--- src/rtl/core/bsp_pkg.sv ---
`default_nettype none
// ----------------------------------------------------------------------------
// Banked scratchpad package
// Shared constants, request codes, the staged request record and the address
// helper used by the core, the row store and the response slots.
// ----------------------------------------------------------------------------
package bsp_pkg;

    localparam int NUM_BANKS_DEF     = 4;
    localparam int ROWS_PER_BANK_DEF = 1024;
    localparam int LANES_DEF         = 8;

    localparam int BYTE_W     = 8;
    localparam int DATA_W     = 64;
    localparam int MASK_W     = 8;
    localparam int BANK_W     = 2;
    localparam int ROW_W      = 10;
    localparam int CMD_W      = 8;
    localparam int CNT_W      = 16;
    localparam int RESP_ADDR_W = 12;

    typedef enum logic [1:0] {
        REQ_WRITE    = 2'd0,
        REQ_READ     = 2'd1,
        REQ_POP      = 2'd2,
        REQ_READ_POP = 2'd3
    } t_req_kind;

    // Request fields carried from the inputs through the stage register into the slot stage.
    typedef struct packed {
        t_req_kind          kind;
        logic [BANK_W-1:0]  bank;
        logic               bank_ok;
        logic [RESP_ADDR_W-1:0] addr;
        logic               last;
        logic [CMD_W-1:0]   cmd_id;
        logic [CNT_W-1:0]   byte_cnt;
        logic [CNT_W-1:0]   read_len;
        logic               dma_src;
    } t_item;

    // Global row address bank * rows + row. The row count is a power of two,
    // so the row is wrapped by a mask.
    function automatic logic [31:0] glob_addr(input logic [BANK_W-1:0] bank,
                                              input logic [ROW_W-1:0]  row,
                                              input int unsigned       rows);
        logic [31:0] row_m;
        row_m = 32'(row) & (rows - 32'd1);
        return 32'(bank) * rows + row_m;
    endfunction

endpackage
`default_nettype wire

--- src/rtl/core/bsp_resp_slots.sv ---
`default_nettype none
// ----------------------------------------------------------------------------
// Scratchpad response slots
// One held read response per bank, the pop and refuse rules, and the result
// register that drives the outputs.
// ----------------------------------------------------------------------------
module bsp_resp_slots #(
    parameter int NUM_BANKS = bsp_pkg::NUM_BANKS_DEF,
    parameter int LANES     = bsp_pkg::LANES_DEF
) (
    input  wire logic                            i_clk,
    input  wire logic                            i_rst_n,
    input  wire logic                            i_valid,
    input  wire bsp_pkg::t_item                  i_item,
    input  wire logic [bsp_pkg::DATA_W-1:0]      i_rd_data,
    output logic                                 o_valid,
    output logic                                 o_accepted,
    output logic                                 o_completion_valid,
    output logic [bsp_pkg::CMD_W-1:0]            o_completion_cmd_id,
    output logic [bsp_pkg::CNT_W-1:0]            o_completion_bytes,
    output logic                                 o_resp_valid,
    output logic [bsp_pkg::RESP_ADDR_W-1:0]      o_resp_addr,
    output logic [bsp_pkg::DATA_W-1:0]           o_resp_data,
    output logic [bsp_pkg::MASK_W-1:0]           o_resp_mask,
    output logic [bsp_pkg::CNT_W-1:0]            o_resp_len,
    output logic [bsp_pkg::CMD_W-1:0]            o_resp_cmd_id,
    output logic                                 o_resp_dma_src
);

    localparam int BANK_IW = (NUM_BANKS > 1) ? $clog2(NUM_BANKS) : 1;
    localparam logic [bsp_pkg::MASK_W-1:0] LANE_MASK = bsp_pkg::MASK_W'((1 << LANES) - 1);

    logic                              r_held_valid [NUM_BANKS];
    logic [bsp_pkg::DATA_W-1:0]        r_held_data  [NUM_BANKS];
    logic [bsp_pkg::RESP_ADDR_W-1:0]   r_held_addr  [NUM_BANKS];
    logic [bsp_pkg::CNT_W-1:0]         r_held_len   [NUM_BANKS];
    logic [bsp_pkg::CMD_W-1:0]         r_held_cmd   [NUM_BANKS];
    logic                              r_held_dma   [NUM_BANKS];

    logic [BANK_IW-1:0] w_bidx;
    logic               w_held;
    logic               w_is_pop;
    logic               w_is_read;
    logic               w_pop;
    logic               w_latch;
    logic               n_accepted;
    logic               n_cpl;

    assign w_bidx = BANK_IW'(i_item.bank);
    assign w_held = r_held_valid[w_bidx];

    always_comb begin
        w_is_pop  = 1'b0;
        w_is_read = 1'b0;
        unique case (i_item.kind)
            bsp_pkg::REQ_WRITE:    ;
            bsp_pkg::REQ_READ:     w_is_read = 1'b1;
            bsp_pkg::REQ_POP:      w_is_pop  = 1'b1;
            bsp_pkg::REQ_READ_POP: begin
                w_is_read = 1'b1;
                w_is_pop  = 1'b1;
            end
            default: ;
        endcase
    end

    // A read goes into the slot when it is empty or popped by the same item.
    assign w_pop   = i_item.bank_ok & w_is_pop & w_held;
    assign w_latch = i_item.bank_ok & w_is_read & (~w_held | w_pop);
    assign n_cpl   = i_item.bank_ok & (i_item.kind == bsp_pkg::REQ_WRITE) & i_item.last;
    assign n_accepted = i_item.bank_ok &
                        ((i_item.kind == bsp_pkg::REQ_WRITE) | w_latch);

    always_ff @(posedge i_clk) begin
        if (!i_rst_n) begin
            for (int b = 0; b < NUM_BANKS; b++) begin
                r_held_valid[b] <= 1'b0;
            end
        end else if (i_valid) begin
            if (w_latch) begin
                r_held_valid[w_bidx] <= 1'b1;
            end else if (w_pop) begin
                r_held_valid[w_bidx] <= 1'b0;
            end
        end
    end

    always_ff @(posedge i_clk) begin
        if (i_valid && w_latch) begin
            r_held_data[w_bidx] <= i_rd_data;
            r_held_addr[w_bidx] <= i_item.addr;
            r_held_len[w_bidx]  <= i_item.read_len;
            r_held_cmd[w_bidx]  <= i_item.cmd_id;
            r_held_dma[w_bidx]  <= i_item.dma_src;
        end
    end

    always_ff @(posedge i_clk) begin
        if (!i_rst_n) begin
            o_valid <= 1'b0;
        end else begin
            o_valid <= i_valid;
        end
    end

    // Fields of a result that carries no completion or response read as zero.
    always_ff @(posedge i_clk) begin
        o_accepted          <= n_accepted;
        o_completion_valid  <= n_cpl;
        o_completion_cmd_id <= n_cpl ? i_item.cmd_id : '0;
        o_completion_bytes  <= n_cpl ? i_item.byte_cnt : '0;
        o_resp_valid        <= w_pop;
        o_resp_addr         <= w_pop ? r_held_addr[w_bidx] : '0;
        o_resp_data         <= w_pop ? r_held_data[w_bidx] : '0;
        o_resp_mask         <= w_pop ? LANE_MASK : '0;
        o_resp_len          <= w_pop ? r_held_len[w_bidx] : '0;
        o_resp_cmd_id       <= w_pop ? r_held_cmd[w_bidx] : '0;
        o_resp_dma_src      <= w_pop ? r_held_dma[w_bidx] : 1'b0;
    end

endmodule
`default_nettype wire
--- config.mk ---
export PLATFORM = sky130hd
export DESIGN_NAME = bsp_resp_slots
export DESIGN_NICKNAME = d
export VERILOG_FILES = /design/src/rtl/core/bsp_pkg.sv /design/src/rtl/core/bsp_resp_slots.sv
export SDC_FILE = /design/constraint.sdc
export NUM_CORES = 1
export LEC_CHECK = 0
export CAP_MARGIN = 30
export CORE_MARGIN = 2
export CORE_UTILIZATION = 45
export CTS_CLUSTER_SIZE = 14
export DETAILED_ROUTE_END_ITERATION = 7
export DONT_BUFFER_PORTS = 1
export SYNTH_ARGS = -nofsm -noshare
export SYNTH_HDL_FRONTEND = slang
export SYNTH_SLANG_ARGS = --single-unit
--- constraint.sdc ---
create_clock -name i_clk -period 10.6 [get_ports i_clk]
set_clock_uncertainty 0.1 [all_clocks]
set_input_delay 1.06 -clock i_clk [delete_from_list [all_inputs] [get_ports i_clk]]
set_output_delay 1.06 -clock i_clk [all_outputs]
set_load 0.005 [all_outputs]
**Word-level counts from Yosys, hierarchy flattened**

Memories as Yosys holds them, arrays and structs flattened. A register that Yosys moved wholly into a read port is not among the register bits.
Index checks and enable logic that the tools add are counted.

- Register bits after elaboration: 36
- Latch bits: 0
- RAM bits: 408
- Memory bits (read-only): 0
- Input port bits: 126
- Output and inout port bits: 137
- Word-level logic and storage cells: 56
- Memories: 6

- Add/subtract/negate cells: 0
- $mul: 0
- Divide/modulo/power cells: 0
- $lt $le $gt $ge: 0
- Equality and inequality tests: 3
- Shifts and indexed selects: 0
- Multiplexer cells: 19
- Bitwise logic cells: 11
- Reductions and logical operators: 10

Memories:

| name | words | bits a word | rd ports | clocked after memory_dff | wr ports | line | RTL |
|---|---|---|---|---|---|---|---|
| r_held_data | 4 | 64 | 1 | 1 | 1 | bsp_resp_slots.sv:34 | `logic [bsp_pkg::DATA_W-1:0] r_held_data [NUM_BANKS];` |
| r_held_len | 4 | 16 | 1 | 1 | 1 | bsp_resp_slots.sv:36 | `logic [bsp_pkg::CNT_W-1:0] r_held_len [NUM_BANKS];` |
| r_held_addr | 4 | 12 | 1 | 1 | 1 | bsp_resp_slots.sv:35 | `logic [bsp_pkg::RESP_ADDR_W-1:0] r_held_addr [NUM_BANKS];` |
| r_held_cmd | 4 | 8 | 1 | 1 | 1 | bsp_resp_slots.sv:37 | `logic [bsp_pkg::CMD_W-1:0] r_held_cmd [NUM_BANKS];` |
| r_held_dma | 4 | 1 | 1 | 1 | 1 | bsp_resp_slots.sv:38 | `logic r_held_dma [NUM_BANKS];` |
| r_held_valid | 4 | 1 | 1 | 0 | 4 | bsp_resp_slots.sv:33 | `logic r_held_valid [NUM_BANKS];` |

Operators by type and width:

| cell | number |
|---|---|
| 1-bit two-way mux | 17 |
| 8-bit two-way mux | 1 |
| 1-bit bitwise AND | 7 |
| 1-bit logical NOT | 5 |
| 2-bit equality test (second input constant) | 2 |
| 2-bit OR reduction | 2 |
| 1-bit OR | 3 |
| 2-bit by 1-bit equality test with 1-bit output (second input constant) | 1 |
| 2-bit logical NOT | 1 |
| 2-bit two-way mux | 1 |
| 1-bit logical AND | 1 |
| 1-bit NOT | 1 |
| 1-bit OR reduction | 1 |

**Longest topological paths before layout**

Gate-level depths: netlist of run 1.

- Depth after elaboration: 14
- Mapped depth: 6
- Gate-level depth less buffers: 3

**Worst setup path after synthesis of run 1**

OpenSTA, ideal clock, no wires.

- Kind: input -> register
- Start: in i_item[55] (netlist bit)
- End: mem r_held_addr[0][0] (netlist bit), enable pin
- Library setup time: 0.685 ns
- Data arrival time: 8.823 ns
- Required time: 9.815 ns
- Setup slack: 0.993 ns
- Cell stages on the path: 4
- Path buffers: 1
- Cells stage by stage: buf_2 > mux4_2 > a21o_1 > nor3_1

- Cells in the longest elaborated chain, start to end: 7
- Elaborated cells on any way between the ends: 8
- Those cells by class: 2 x mux; 4 x bitwise; 1 x reduce/logical; 1 x memory

Ends and longest elaborated chain:

| what | line | RTL |
|---|---|---|
| start: declaration | bsp_resp_slots.sv:14 | `input wire bsp_pkg::t_item i_item,` |
| memory read 4 x 1 bit | -- |  |
| 1-bit bitwise AND / 1-bit NOT (equally long branches) | bsp_resp_slots.sv:68, bsp_resp_slots.sv:69 |  |
| 1-bit OR | bsp_resp_slots.sv:69 | `assign w_latch = i_item.bank_ok & w_is_read & (~w_held \| w_pop);` |
| 1-bit bitwise AND | bsp_resp_slots.sv:69 |  |
| 1-bit logical AND | bsp_resp_slots.sv:89 | `if (i_valid && w_latch) begin` |
| 1-bit two-way mux | bsp_resp_slots.sv:89 |  |
| 1-bit two-way mux (implied by the code) | bsp_resp_slots.sv:91 | `r_held_addr[w_bidx] <= i_item.addr;` |
| end: declaration | bsp_resp_slots.sv:35 |  |

Several ways; a longest one is shown, not always the timed one.

**Worst setup path in the final report of run 1**

- Start: in i_item[55] (netlist bit)
- End: mem r_held_len[0][9] (netlist bit), enable pin

- Cells in the longest elaborated chain, start to end: 7
- Elaborated cells on any way between the ends: 8
- Those cells by class: 2 x mux; 4 x bitwise; 1 x reduce/logical; 1 x memory

Ends and longest elaborated chain:

| what | line | RTL |
|---|---|---|
| memory read 4 x 1 bit | -- |  |
| 1-bit bitwise AND / 1-bit NOT (equally long branches) | bsp_resp_slots.sv:68, bsp_resp_slots.sv:69 |  |
| 1-bit OR | bsp_resp_slots.sv:69 |  |
| 1-bit bitwise AND | bsp_resp_slots.sv:69 |  |
| 1-bit logical AND | bsp_resp_slots.sv:89 |  |
| 1-bit two-way mux | bsp_resp_slots.sv:89 |  |
| 1-bit two-way mux (implied by the code) | bsp_resp_slots.sv:92 | `r_held_len[w_bidx] <= i_item.read_len;` |
| end: declaration | bsp_resp_slots.sv:36 |  |

Several ways; a longest one is shown, not always the timed one.

==> impl_metrics.csv, run 1 <==
group,metric,value,unit
critical_path,crit_cells,5,
hold_path,hp-class,"flip-flop to flip-flop",
critical_path,r2r-end,"r_held_len[0][9]",
synth,synth_top_area_share,0.664,
synth,postSynthAreaPerCell,21.9,sq um
clock_network,clock-sinks,537,
synth,synth_fp_nets,964,
critical_path,start_kind,"input pin",
timing,finalCritPeriodShare,0.329,
floorplanning,io_pins,263,
critical_path,path_cells,"mux4_2, a21o_1, nor3_2, buf_4, buf_4",
route,via_count,7445,
timing,worst_slack,7110,ps
clock_network,cts_tree,"built",
route,ant_nets,0,
pwr,power_density,207,mW/mm^2
synth,synth_top_cells_by_area,"edfxtp_1, dfxtp_1, mux4_2",
final_layout,fin_cells,1427,
pwr,peakVddDrop,0.189,mV
global_route,antenna_found_initial,0,
route,first_pass_iters,4,
synth,ys.flop_type,"edfxtp_1",
synth,synth_cell_type_count,27,
hold_path,hp-start,"r_held_valid[2]",
critical_path,reg2regPathDepth,5,
critical_path,end_kind,"flip-flop",
clock_network,clkTransAtPathRegs,60,ps
global_route,grt_pass1_wl,49.1,mm
place,place_ws,6500,ps
final_layout,nNetsFinal,983,
route,viasPerCell,5.22,
critical_path,crit_top_cell,"buf_4",
floorplanning,start_util,0.458,
route,wl_per_cell,23.5,um
synth,ys_seq_area_frac,0.808,
place,gp_congestion,0.702,
place,portBuffers,0,
critical_path,arrival,3590,ps
synth,synth_area,0.0183,sq mm
critical_path,critical-path-top-delay-family,"buffers and inverters",
timing,finalHoldViolations,0,
timing,slew_viol_final,0,
timing,period_minus_slack,3490,ps
critical_path,reg2reg_slack,7290,ps
clock_network,cts_buffers,53,
timing,max_slew_margin,0.362,
synth,ys_ff_latch,537,
critical_path,crit_path_max_incr_delay,770,ps
timing,setup_viol,0,
critical_path,critPathKind,"input pin to flip-flop",
critical_path,endpoint,"r_held_len[0][9]",
final_layout,fillers,3173,
synth,netlist_instances,838,
floorplanning,fp.dieH,206,um
synth,synth_edf_count,405,
status,status,"complete, no violations",
final_layout,n_antenna_cell,0,
critical_path,crit_path_start,"i_item[55]",
final_layout,layout-drive-gt1-share,0.224,
timing,finalSetupTns,0,ps
clock_network,htree_levels,2,
floorplanning,die-width,206,um
clock_network,clk_latency,590,ps
clock_network,cts_buffer_depth,3,
synth,synth_top_area_cell,"edfxtp_1",
global_route,grt_max_degree,109,
run,max_cap_violations,0,
floorplanning,coreArea,0.0400,sq mm
route,drt-initial-drc-count,386,
synth,yosysMostFrequentCell,"edfxtp_1",
synth,ys_async_sr_fraction,0,
synth,synth_common_cells,"edfxtp_1, dfxtp_1, mux4_2",
critical_path,cp_data_required_time,10700,ps
critical_path,slowest_stage,"buf_4",
global_route,grt-ovfl-total,0,
place,dpl.hpwl,18.8,mm
pwr,power.static_leakage,6.62,nW
critical_path,critPathMaxFanout,108,
clock_network,cts_root_buffer,"clkbuf_16",
critical_path,r2r_start,"r_held_valid[3]",
synth,yosysWarnings,0,
clock_network,postCtsResizedCells,0,
floorplanning,die_area,0.0424,sq mm
timing,rsz0062_at_grt,"false",
clock_network,cts_hold_buf,0,
floorplanning,row_count,73,
route,drc,0,
place,placed_cells,1327,
final_layout,utilization,0.516,
global_route,grt_use_total,0.160,
global_route,grt_pass1_vias,7828,
timing,worstMarginPinSlew,956,ps
final_layout,area_delta_synth_final,12.5,%
timing,fmax,287,MHz
clock_network,cts_setup_buffers,0,
route,routed_wl,33.5,mm
critical_path,worst-path-buf-inv,2,
==> cell type report <==
cell class | count | area [sq um] | share of cell area
clock inverter | 26 | 258 | 0.0125
inverter | 3 | 11.3 | 0.000546
timing repair buffer | 9 | 67.6 | 0.00328
clock buffer | 74 | 1540 | 0.0747
sequential | 537 | 14800 | 0.718
tap | 525 | 657 | 0.0318
multi-input combinational | 253 | 3290 | 0.159
==> registers in the layout, indices dropped and copies added, names as in the netlist <==
| name | count |
|---|---|
| o_accepted | 1 |
| o_completion_bytes | 16 |
| o_completion_cmd_id | 8 |
| o_completion_valid | 1 |
| o_resp_addr | 12 |
| o_resp_cmd_id | 8 |
| o_resp_data | 64 |
| o_resp_dma_src | 1 |
| o_resp_len | 16 |
| o_resp_mask | 1 |
| o_valid | 1 |
| r_held_addr | 48 |
| r_held_cmd | 32 |
| r_held_data | 256 |
| r_held_dma | 4 |
| r_held_len | 64 |
| r_held_valid | 4 |
==> worst reg2reg max path: stages (launching register included) <==
cell      delay (ps)
edfxtp_1         350
mux4_2           550
a21o_1           330
nor3_2           140
buf_4            540
buf_4            810
==> per-layer routing <==
layer	vias to the layer above	routed length [um]	global-route usage
met3	56	2840	0.0572
met5	-	0	0
met1	3843	13600	0.202
li1	3304	-	-
met2	242	16200	0.252
met4	0	903	0.0630
==> placed cells by master, fill, tap and decap left out, types with 2 or more instances in the layout <==
cell type  instances
and2_1            25
buf_4              9
bufinv_16          5
clkbuf_1          12
clkbuf_16         57
clkbuf_8           5
clkinv_1           5
clkinv_2          13
dfxtp_1          132
edfxtp_1         405
inv_1              3
inv_6              2
mux4_2           102
nand2b_1           2
nand3_1            2
nor2_4             3
nor2b_1          101
o211ai_1           2
o41ai_1            2
==> per-stage QoR <==
stage | area, sq um | hold slack, ps | power, mW
finish | 20600 | 412 | 4.26
global route | 20600 | 415 | 4.40
CTS | 20600 | 409 | 4.31
detailed placement | 18800 | 395 | 2.41
global placement | 18800 | 395 | 2.41
floorplan | 18300 | 353 | 2.42
==> worst min path at each step <==
| stage | end | slack (ps) | cells past startpoint |
|---|---|---|---|
| 2_1_floorplan | r_held_valid[2] | 350 | 2 |
| 3_3_place_gp | r_held_valid[1] | 400 | 2 |
| 3_5_place_dp | r_held_valid[2] | 390 | 2 |
| 4_1_cts | r_held_valid[2] | 410 | 2 |
| 5_1_grt | r_held_data[1][9] | 410 | 0 |
| 6_report | r_held_valid[2] | 410 | 2 |
==> cells by family after synthesis <==
group | synth area share
muxes | 0.126
AOI/OAI and AO/OA | 0.00389
DFF | 0.808
and+or+nand+nor | 0.0473
buffers and inverters | 0.0150
==> report_power, final <==
group	internal, mW	total [mW]	switching, mW
combinational	0.0471	0.0730	0.0259
sequential	2.29	2.29	0.00704
clock	1.14	1.90	0.762
total	3.47	4.26	0.795
No activity file was read; power rests on OpenSTA's default activity.
==> run 2, diff against run 1 <==
ABC_AREA = 1   (was unset)
clock period = 3.15 ns   (was 10.6 ns; I/O delays follow)
==> run 2 against run 1 <==
Against the previous run:
- synthesized cell count increased by 32%
- synthesized area fell by 3.1%
- final cell count grew 26%
- via count up 28%
- power rose to 3.4 times the previous value
- register-to-register slack got worse by 6400 ps
- flip-flop and latch count did not move
==> impl_metrics.csv, run 2 <==
group,metric,value,unit
status,status,"complete, no violations",
final_layout,top_register,"r_held_data",
timing,slew_viol_final,0,
place,dpl_cell_area,0.0183,sq mm
final_layout,fillers,3076,
synth,postSynthAreaPerCell,16.0,sq um
critical_path,critPathKind,"input pin to flip-flop",
critical_path,path_cells,"dlygate4sd3_1, inv_2, nand2_1, nand2_1, nand2_1, nand2_2, nand2_2, nand3_4, nor3_4, buf_4",
timing,max_slew_margin,0.343,
synth,synth_area,0.0178,sq mm
pwr,power.static_leakage,7.13,nW
synth,synth_cell_type_count,17,
global_route,grt_util_met1,0.248,
run,max_cap_violations,0,
synth,synth_top_area_cell,"edfxtp_1",
pwr,peakVddDrop,0.413,mV
final_layout,layout-drive-gt1-share,0.0927,
critical_path,cp_data_required_time,3260,ps
synth,synth_edf_count,405,
clock_network,clk_latency,590,ps
final_layout,layout_common_cells,"edfxtp_1, nand2_1, dfxtp_1",
floorplanning,die-width,203,um
floorplanning,io_pins,263,
route,routed_wl,39.0,mm
clock_network,cts_buffers,52,
pwr,power_density,680,mW/mm^2
final_layout,nNetsFinal,1366,
place,place_ws,875,ps
critical_path,crit_top_cell,"nand2_1",
timing,worstMarginPinSlew,986,ps
route,via_count,9565,
final_layout,final_area,0.0214,sq mm
timing,worst_slack,692,ps
critical_path,critical-path-top-delay-family,"buffers and inverters",
global_route,grt_pass1_vias,9947,
final_layout,largest_reg_flops,256,
pwr,p_total,14.5,mW
final_layout,fin_cells,1804,
final_layout,reg.largest.list,"r_held_data: 256 flops, o_resp_data: 64 flops, r_held_len: 64 flops",
final_layout,multi_input_area,0.00250,sq mm
route,drc,0,
floorplanning,start_util,0.457,
synth,ys_ff_latch,537,
synth,synth_fp_nets,1235,
route,drt-initial-drc-count,557,
critical_path,end_kind,"flip-flop",
global_route,met2_usage,0.316,
critical_path,critPathMaxFanout,43,
synth,ys.flop_type,"edfxtp_1",
global_route,grt_use_total,0.191,
synth,ys_async_sr_fraction,0,
synth,ys_seq_area_frac,0.834,
timing,finalSetupTns,0,ps
final_layout,ff_latch_area,0.0148,sq mm
timing,setup_viol,0,
critical_path,start_kind,"input pin",
critical_path,slowest_stage,"dlygate4sd3_1",
critical_path,worst-path-buf-inv,3,
clock_network,clkTransAtPathRegs,60,ps
place,placed_cells,1580,
clock_network,cts_root_buffer,"clkbuf_16",
synth,yosysMostFrequentCell,"edfxtp_1",
final_layout,area_delta_synth_final,20.4,%
timing,fmax,407,MHz
clock_network,cts_buffer_depth,3,
final_layout,layout_commonest_cell,"edfxtp_1",
route,first_pass_iters,4,
synth,netlist_instances,1109,
synth,yosysWarnings,0,
timing,finalCritPeriodShare,0.780,
synth,synth_common_cells,"edfxtp_1, nand2_1, dfxtp_1",
global_route,grt_pass1_wl,59.0,mm
global_route,grt-busiest-layer,"met2",
global_route,grt_util_met3,0.0404,
route,wl_per_cell,21.6,um
floorplanning,fp.dieH,203,um
timing,finalHoldViolations,0,
floorplanning,die_area,0.0411,sq mm
clock_network,cts_tree,"built",
global_route,antenna_found_initial,3,
timing,rsz0062_at_grt,"false",
clock_network,postCtsResizedCells,0,
place,gp_congestion,0.733,
global_route,grt_max_degree,102,
route,viasPerCell,5.30,
floorplanning,coreArea,0.0388,sq mm
critical_path,arrival,2570,ps
place,portBuffers,0,
floorplanning,row_count,72,
synth,synth_top_cells_by_area,"edfxtp_1, dfxtp_1, nand2_1",
route,ant_nets,0,
global_route,grt-ovfl-total,0,
clock_network,htree_levels,2,
hold_path,hp-class,"input pin to flip-flop",
place,dpl.hpwl,20.4,mm
clock_network,clock-sinks,537,
timing,period_minus_slack,2460,ps
critical_path,crit_path_max_incr_delay,730,ps
synth,synth_top_area_share,0.685,
run 2: cell families after synthesis:
kind of cell,Yosys count,share of synthesized area
buffers and inverters,103,0.0300
AOI/OAI and AO/OA,208,0.0804
and+or+nand+nor,261,0.0557
DFF,537,0.834
run 2: layout make-up:
type,instances,share of cell area
Sequential cell,537,0.693
Multi-Input combinational cell,469,0.117
Clock buffer,72,0.0701
Timing Repair Buffer,142,0.0697
Tap cell,518,0.0303
Clock inverter,26,0.0133
Inverter,38,0.00679
Antenna cell,2,0.000234
run 2: timing repair:
| item | in CTS | in global routing |
|---|---|---|
| endpoints found under the hold margin | 448 | 0 |
| setup buffers | 0 | 0 |
| hold buffers | 124 | 0 |
run 2: report_power, final:
part           switching (mW)  internal (mW)  leakage (nW)  total [mW]
Sequential             0.0262           7.69          4.72        7.71
Clock                    2.58           3.75         0.886        6.33
Combinational           0.301          0.180          1.52       0.481
run 2: tightest hold or removal path: stages:
cell	delay (ps)
inv_1	80
nand2_2	110
nand2_1	110
nand2_1	80
run 2: path summary, 6_finish.rpt:
check | cells after the start | start | end | slack [ps]
max | 10 | i_item[55] | r_held_len[2][6] | 690
min reg2reg | 2 | r_held_cmd[1][6] | o_resp_cmd_id[6] | 430
min | 4 | i_item[58] | o_accepted | 50
max reg2reg | 8 | r_held_valid[3] | r_held_len[2][6] | 890
run 2: stage by stage:
stage                      util  hold WS (ps)
after floorplan               -           314
after global placement    0.472           314
after detailed placement  0.472           314
after CTS                 0.550          48.0
after global routing      0.550          68.8
final                     0.550          46.0
run 2: per-layer routing:
layer / wire length (um) / vias up
met5: 13 / -
met4: 1060 / 2
met3: 2470 / 66
met2: 18900 / 324
met1: 16500 / 4777
li1: - / 4396
==> run 3, diff against run 2 <==
clock period = 2 ns   (was 3.15 ns; I/O delays follow)
==> run 3 against run 2 <==
Against the previous run:
- die area is the same
- critical path depth decreased by 4
- hold slack got worse by 4.4 ps
==> impl_metrics.csv, run 3 (synthesized netlist as in run 2, its figures left out) <==
group,metric,value,unit
hold_path,hp-class,"input pin to flip-flop",
final_layout,final_area,0.0219,sq mm
status,status,"complete, no violations",
critical_path,reg2reg_slack,110,ps
final_layout,reg.largest.list,"r_held_data: 256 flops, o_resp_data: 64 flops, r_held_len: 64 flops",
critical_path,path_cells,"dlygate4sd3_1, nand4_1, dlygate4sd3_1, buf_8, nor2_1, dlygate4sd3_1",
clock_network,clk_latency,580,ps
global_route,grt_pass1_wl,60.1,mm
global_route,grt-ovfl-total,0,
final_layout,nNetsFinal,1398,
final_layout,multi_input_area,0.00250,sq mm
floorplanning,io_pins,263,
route,wl_per_cell,21.5,um
clock_network,cts_buffer_depth,3,
pwr,power_density,1050,mW/mm^2
route,routed_wl,39.6,mm
timing,finalSetupTns,0,ps
timing,worstMarginPinSlew,564,ps
critical_path,reg2regPathDepth,9,
timing,finalCritPeriodShare,0.969,
final_layout,top_register,"r_held_data",
final_layout,area_delta_synth_final,23.5,%
hold_path,hold_depth,3,
final_layout,largest_reg_flops,256,
pwr,peakVddDrop,0.725,mV
final_layout,layout_commonest_cell,"edfxtp_1",
global_route,antenna_found_initial,6,
floorplanning,start_util,0.457,
critical_path,critPathMaxFanout,25,
critical_path,cp_data_required_time,2360,ps
timing,max_slew_margin,0.624,
floorplanning,die_area,0.0411,sq mm
route,drt-initial-drc-count,657,
timing,period_minus_slack,1940,ps
pwr,power.static_leakage,7.36,nW
place,dpl_cell_area,0.0188,sq mm
final_layout,ff_latch_area,0.0148,sq mm
clock_network,htree_levels,2,
critical_path,crit_path_max_incr_delay,580,ps
critical_path,start_kind,"input pin",
clock_network,cts_buffers,53,
global_route,grt_pass1_vias,10017,
place,portBuffers,0,
global_route,grt_use_total,0.192,
route,first_pass_iters,5,
final_layout,utilization,0.565,
route,via_count,9606,
critical_path,crit_top_cell,"dlygate4sd3_1",
clock_network,cts_root_buffer,"clkbuf_16",
place,gp_congestion,0.768,
floorplanning,coreArea,0.0388,sq mm
floorplanning,die-width,203,um
timing,setup_viol,0,
clock_network,clkTransAtPathRegs,60,ps
place,dpl.hpwl,22.7,mm
route,drc,0,
critical_path,critical-path-top-delay-family,"buffers and inverters",
final_layout,layout-drive-gt1-share,0.108,
run,max_cap_violations,0,
floorplanning,fp.dieH,203,um
critical_path,arrival,2300,ps
global_route,grt_max_degree,102,
critical_path,critPathKind,"input pin to flip-flop",
critical_path,crit_cells,6,
timing,slew_viol_final,0,
timing,fmax,516,MHz
route,ant_nets,0,
critical_path,end_kind,"flip-flop",
floorplanning,row_count,72,
clock_network,clock-sinks,537,
critical_path,worst-path-buf-inv,4,
critical_path,slowest_stage,"dlygate4sd3_1",
final_layout,layout_common_cells,"edfxtp_1, nand2_1, dfxtp_1",
route,viasPerCell,5.22,
timing,finalHoldViolations,0,
final_layout,fillers,3002,
clock_network,cts_tree,"built",
-- run 3: cell type report --
class	count	area share
Antenna cell	5	0.000571
Clock buffer	76	0.0695
Clock inverter	24	0.0121
Inverter	38	0.00662
Multi-Input combinational cell	469	0.114
Sequential cell	537	0.675
Tap cell	518	0.0296
Timing Repair Buffer	173	0.0924
-- run 3: per-layer routing --
layer,routed length (um),part of all wire,track usage,vias up
met4,820,0.021,0.0605,0
met1,16800,0.43,0.247,4813
li1,-,-,-,4461
met3,2290,0.058,0.0417,55
met2,19600,0.50,0.328,277
met5,0,0,0,-
-- run 3: final timing paths --
check	end	start
worst min-delay path	r_held_data[3][35]	i_valid
worst max register to register	r_held_data[2][55]	r_held_valid[3]
worst min register to register	o_resp_data[61]	r_held_data[1][61]
worst max-delay path	o_completion_bytes[14]	i_item[54]
-- run 3: worst register-to-register path, delay by kind of cell, from the launching register on --
kind,cells,cell delay (ps)
and+or+nand+nor,7,740
DFF,1,370
buffers and inverters,2,390
-- run 3: repair_timing --
action | CTS | global route
cloned | 0 | 2
pin swaps | 1 | 3
hold buffers | 128 | 0
resized for setup | 0 | 4
setup endpoints to repair | 22 | 23
buffers inserted | 0 | 3
hold endpoints to repair | 543 | 0
-- run 3: through the flow --
step / hold slack (ps) / power, mW / std cells / setup WS, ps
final: 41.6 / 23.0 / 1840 / 62.3
after global routing: 32.9 / 23.7 / 1839 / -3.03
after CTS: 16.1 / 23.2 / 1830 / 43.8
after detailed placement: 199 / 12.9 / 1602 / -0.996
after global placement: 199 / 12.9 / 1602 / -20.2
after floorplan: 199 / 12.7 / 1109 / -1800
-- run 3: report_power, final --
part / total, mW / switching (mW) / leakage [nW] / internal [mW]
sequential: 12.1 / 0.0410 / 4.72 / 12.1
clock: 9.99 / 4.02 / 0.873 / 5.96
combinational: 0.821 / 0.491 / 1.76 / 0.330
